`config.mk`:
```
export PLATFORM = sky130hd
export DESIGN_NAME = sbb_ram
export DESIGN_NICKNAME = d
export VERILOG_FILES = /design/src/sv/sbb_ram.sv
export SDC_FILE = /design/constraint.sdc
export NUM_CORES = 1
export LEC_CHECK = 0
export ABC_AREA = 1
export BUFFER_PORTS_ARGS = -buffer_cell sky130_fd_sc_hd__buf_2
export CAP_MARGIN = 0
export CORE_MARGIN = 4
export CORE_UTILIZATION = 45
export DETAILED_ROUTE_END_ITERATION = 16
export GPL_TIMING_DRIVEN = 0
export SYNTH_ARGS = -nofsm -noshare
export SYNTH_HDL_FRONTEND = slang
export SYNTH_SLANG_ARGS = --single-unit
```
`constraint.sdc`:
```
create_clock -name clk_i -period 1.3 [get_ports clk_i]
set_input_delay 0 -clock clk_i [delete_from_list [all_inputs] [get_ports clk_i]]
set_output_delay 0 -clock clk_i [all_outputs]
set_load 0.005 [all_outputs]
```
`src/sv/sbb_ram.sv`:
```
// sbb_ram: generic simple dual-port RAM, one write and one registered read port.
// No dependencies.
module sbb_ram #(
  parameter int Width = 8,
  parameter int Depth = 16
) (
  input  logic                     clk_i,
  input  logic                     we_i,
  input  logic [$clog2(Depth)-1:0] waddr_i,
  input  logic [Width-1:0]         wdata_i,
  input  logic                     re_i,
  input  logic [$clog2(Depth)-1:0] raddr_i,
  output logic [Width-1:0]         rdata_o
);

  logic [Width-1:0] mem_q [Depth];

  always_ff @(posedge clk_i) begin
    if (we_i) begin
      mem_q[waddr_i] <= wdata_i;
    end
    if (re_i) begin
      rdata_o <= mem_q[raddr_i];
    end
  end

endmodule

```
# Word level (Yosys, flattened, before mapping)
# Memories as Yosys holds them, arrays and structs flattened. A register that Yosys moved wholly into a read port is not among the register bits.
# Index checks and enable logic that the tools add are counted.
# Widths: inputs -> output; s select.
dict set report totals {
  reg_bits 0
  ram_bits 128
  inputBits 19
  elab_cells 3
  mem_count 1
}
# name words word_bits rd rd_ports_with_merged_regs write_ports line
set mem_list {}
lappend mem_list {mem_q 16 8 1 1 1 16} ;# logic [Width-1:0] mem_q [Depth];
dict set report op_classes {
  mux 2
}
# op n
set ops {}
lappend ops {{$mux 1} 2}

# Longest topological paths before layout
dict set report depth {
  ltp_word 2
  depth_mapped 8
}

# Worst setup path after synthesis
# Ideal clock, no wire load.
dict set report synth_path {
  path_kind {input port to flip-flop}
  from {input port waddr_i[2]}
  to {memory mem_q[10][0], enable pin}
  setup_ns 0.370
  arrival_ns 0.581
  required_ns 0.930
  slack_ns 0.349
  path_stages 2
  path_buffers 0
  cell_sequence {nand3b_1 nor2_1}
}
# item line
set synth_lines {}
lappend synth_lines {{start, declared} 9} ;# input logic [$clog2(Depth)-1:0] waddr_i,
lappend synth_lines {{end, declared} 16}
# Straight into the memory's write port.

==> out/qor.yml <==
detail-route-antenna-nets: 0
critPathArrivalTime_ps: 1340
hp-class: "primary input to register"
postLayoutSetupSlackWorst_ps: 127
worstRegToRegCells: 6
timing.reg2reg.setup_slack_ps: 130
worstSetupEndpointType: "register"
drc_errors: 0
finalHoldViolCount: 0
die_x_um: 122
gr-total-overflow: 0
reg2reg_from: "mem_q[15][1]$_DFFE_PP_"
synthesis.nets: 570
rsz0062_at_grt: "false"
layout-drive-gt1-share_pct: 12.7
start_util_pct: 46.1
row_count: 41
ys_warn_count: 0
ys_seq_elements: 136
r2r_end: "rdata_o[1]$_DFFE_PP_"
finalNonFillerCells: 779
first_global_vias: 3709
synth.top_cell.area_share_pct: 69.8
slew_violations: 0
fmaxAchievable_mhz: 853
slew_headroom_pct: 39.6
holdPathStages: 1
routed.top_layer: "met4"
finClkSkew_ps: 12.5
cts.htree.levels: 4
cts_setup_buffers: 0
ys_seq_area_share_pct: 69.8
die_area_sq_um: 14900
hpwl_um: 9370
cts_tree: "built"
crit_path_max_fanout: 1
switching_share_pct: 20.9
route.detailed.wl_per_inst_um: 18.6
num_antenna_cells: 0
final_core_util_pct: 54.0
yosysMostFrequentCell: "nand2_1"
seqPwrFrac_pct: 45.1
coreArea_sq_um: 12700
min_period_over_period_pct: 90.2
required_ps: 1470
grt_pass1_wl_um: 22300
netlist_area_sq_um: 5850
power_density_nw_per_um2: 1610
async_flop_share_pct: 0
p_clk_share_pct: 49.1
synth_commonest_cells: "nand2_1 (173), edfxtp_1 (136), inv_1 (100), nand3_1 (97), nor2_1 (17)"
clk_latency_ps: 430
routed_wl_um: 14500
yosys.area.top_type: "edfxtp_1"
p_switching_mw: 2.31
fillCellCount: 1072
wl_met3_um: 1070
netlist_instances: 551
cts.sinks: 136
clockRootBuffer: "clkbuf_16"
via_count: 3962
status: "finished, final reports clean"
worstMarginPinSlew_ps: 903
drt-initial-drc-count: 411
grt_usage_pct: 21.1
area_growth_pct: 17.1
dieHeight_um: 122
hold_slack_ps: 6.40
ys.flop_type: "edfxtp_1"
postSynthAreaPerCell_sq_um: 10.6
holdPathEnd: "mem_q[15][4]$_DFFE_PP_"
fin_crit_ps: 1170
pwr-share-comb_pct: 5.9
critical_path_class: "register to register"
grt_start_max_net_pins: 17
dr.pass1.iters: 7
drv_cap: 0
synthTopCellsByArea: "edfxtp_1 (70%), nand2_1 (11%), nand3_1 (8.3%), inv_1 (6.4%), buf_6 (1.2%)"
dr_wl_met2_um: 6600
dpl_worst_slack_ps: -260
port_buffers: 23
clockBufferDepth: 2
cts_buffers: 17
wl_met1_um: 6510
place_congestion: 0.989
intPower_mw: 8.70
vias_per_cell: 5.09
ir_drop_mv: 0.839
clkTransAtPathRegs_ps: 60
dp_cells: 746
setup_viol: 0
yosysUniqueCellTypes: 11
nNetsFinal: 613
crit_path_start_kind: "register"
hold_start: "wdata_i[4]"
setup_tns_ps: 0
pin_count: 27
antenna_found_initial: 0
synth_edf_count: 136
leakage_nw: 2.95
power by group through the flow:
stage / clock network, mW / registers (mW) / logic [mW]
2_1_floorplan: 0 / 5.06 / 0.346
4_1_cts: 5.42 / 4.96 / 0.643
3_3_place_gp: 0 / 5.05 / 0.629
3_5_place_dp: 0 / 5.05 / 0.637
6_report: 5.40 / 4.96 / 0.645
5_1_grt: 5.61 / 4.97 / 0.718
final cells by class:
cell class / instances / area [sq um] / share of cell area (%)
multi-input combinational: 289 / 1210 / 17.7
tap: 172 / 215 / 3.14
clock inverter: 14 / 229 / 3.34
timing repair buffer: 24 / 125 / 1.83
clock buffer: 18 / 429 / 6.27
sequential: 136 / 4080 / 59.7
inverter: 102 / 383 / 5.59
buffer: 24 / 166 / 2.43
layout by cell type (no fill, tap or decap), drive strengths merged:
cell type,n
buf,47
bufinv,6
nor2,17
edfxtp,136
nand3,97
dlygate4sd3,1
clkinv,8
inv,102
clkbuf,18
nand2,173
nand3b,2
metal layers:
metal / GRT usage [%] / vias up
met1: 30.4 / 1899
met2: 31.8 / 168
li1: - / 1871
met3: 4.41 / 24
met5: 0 / -
met4: 7.84 / 0
what timing repair did:
item | CTS | global route
setup endpoints to repair | 0 | 0
hold buffers | 1 | 0
resized for setup | 0 | 0
hold endpoints to repair | 8 | 0
kinds of logic (layout without fill, tap and decap cells):
kind of cell,count (synthesis),count (layout),share of synthesized area [%]
and+or+nand+nor,289,289,20.8
DFF,136,136,69.8
buffers and inverters,126,182,9.39
worst max-delay path by stage:
stage | startpoint | slack (ps) | depth (start not counted) | endpoint
after global routing | mem_q[15][3]$_DFFE_PP_ | 30 | 6 | rdata_o[3]$_DFFE_PP_
after floorplan | waddr_i[2] | 350 | 2 | mem_q[10][0]$_DFFE_PP_
final | mem_q[15][1]$_DFFE_PP_ | 130 | 6 | rdata_o[1]$_DFFE_PP_
after CTS | mem_q[7][4]$_DFFE_PP_ | 140 | 6 | rdata_o[4]$_DFFE_PP_
after detailed placement | waddr_i[3] | -260 | 3 | mem_q[5][0]$_DFFE_PP_
after global placement | waddr_i[3] | -200 | 3 | mem_q[4][0]$_DFFE_PP_
through the flow:
| stage | instance area, sq um | power, mW |
|---|---|---|
| final | 6850 | 11.0 |
| after global placement | 6180 | 5.68 |
| after CTS | 6850 | 11.0 |
| after floorplan | 5850 | 5.40 |
| after detailed placement | 6180 | 5.69 |
| after global routing | 6850 | 11.3 |
sequential cells by signal, summed over array words and instances, names as in the netlist:
name / flops
mem_q: 128
rdata_o: 8
worst max-delay path, cell delays in order, from the launching register on:
cell	delay [ps]
edfxtp_1	380
inv_1	70
nand2_1	50
nand3_1	100
nand3_1	120
nand3_1	100
nand2_1	80
No activity file was read; power rests on OpenSTA's default activity.
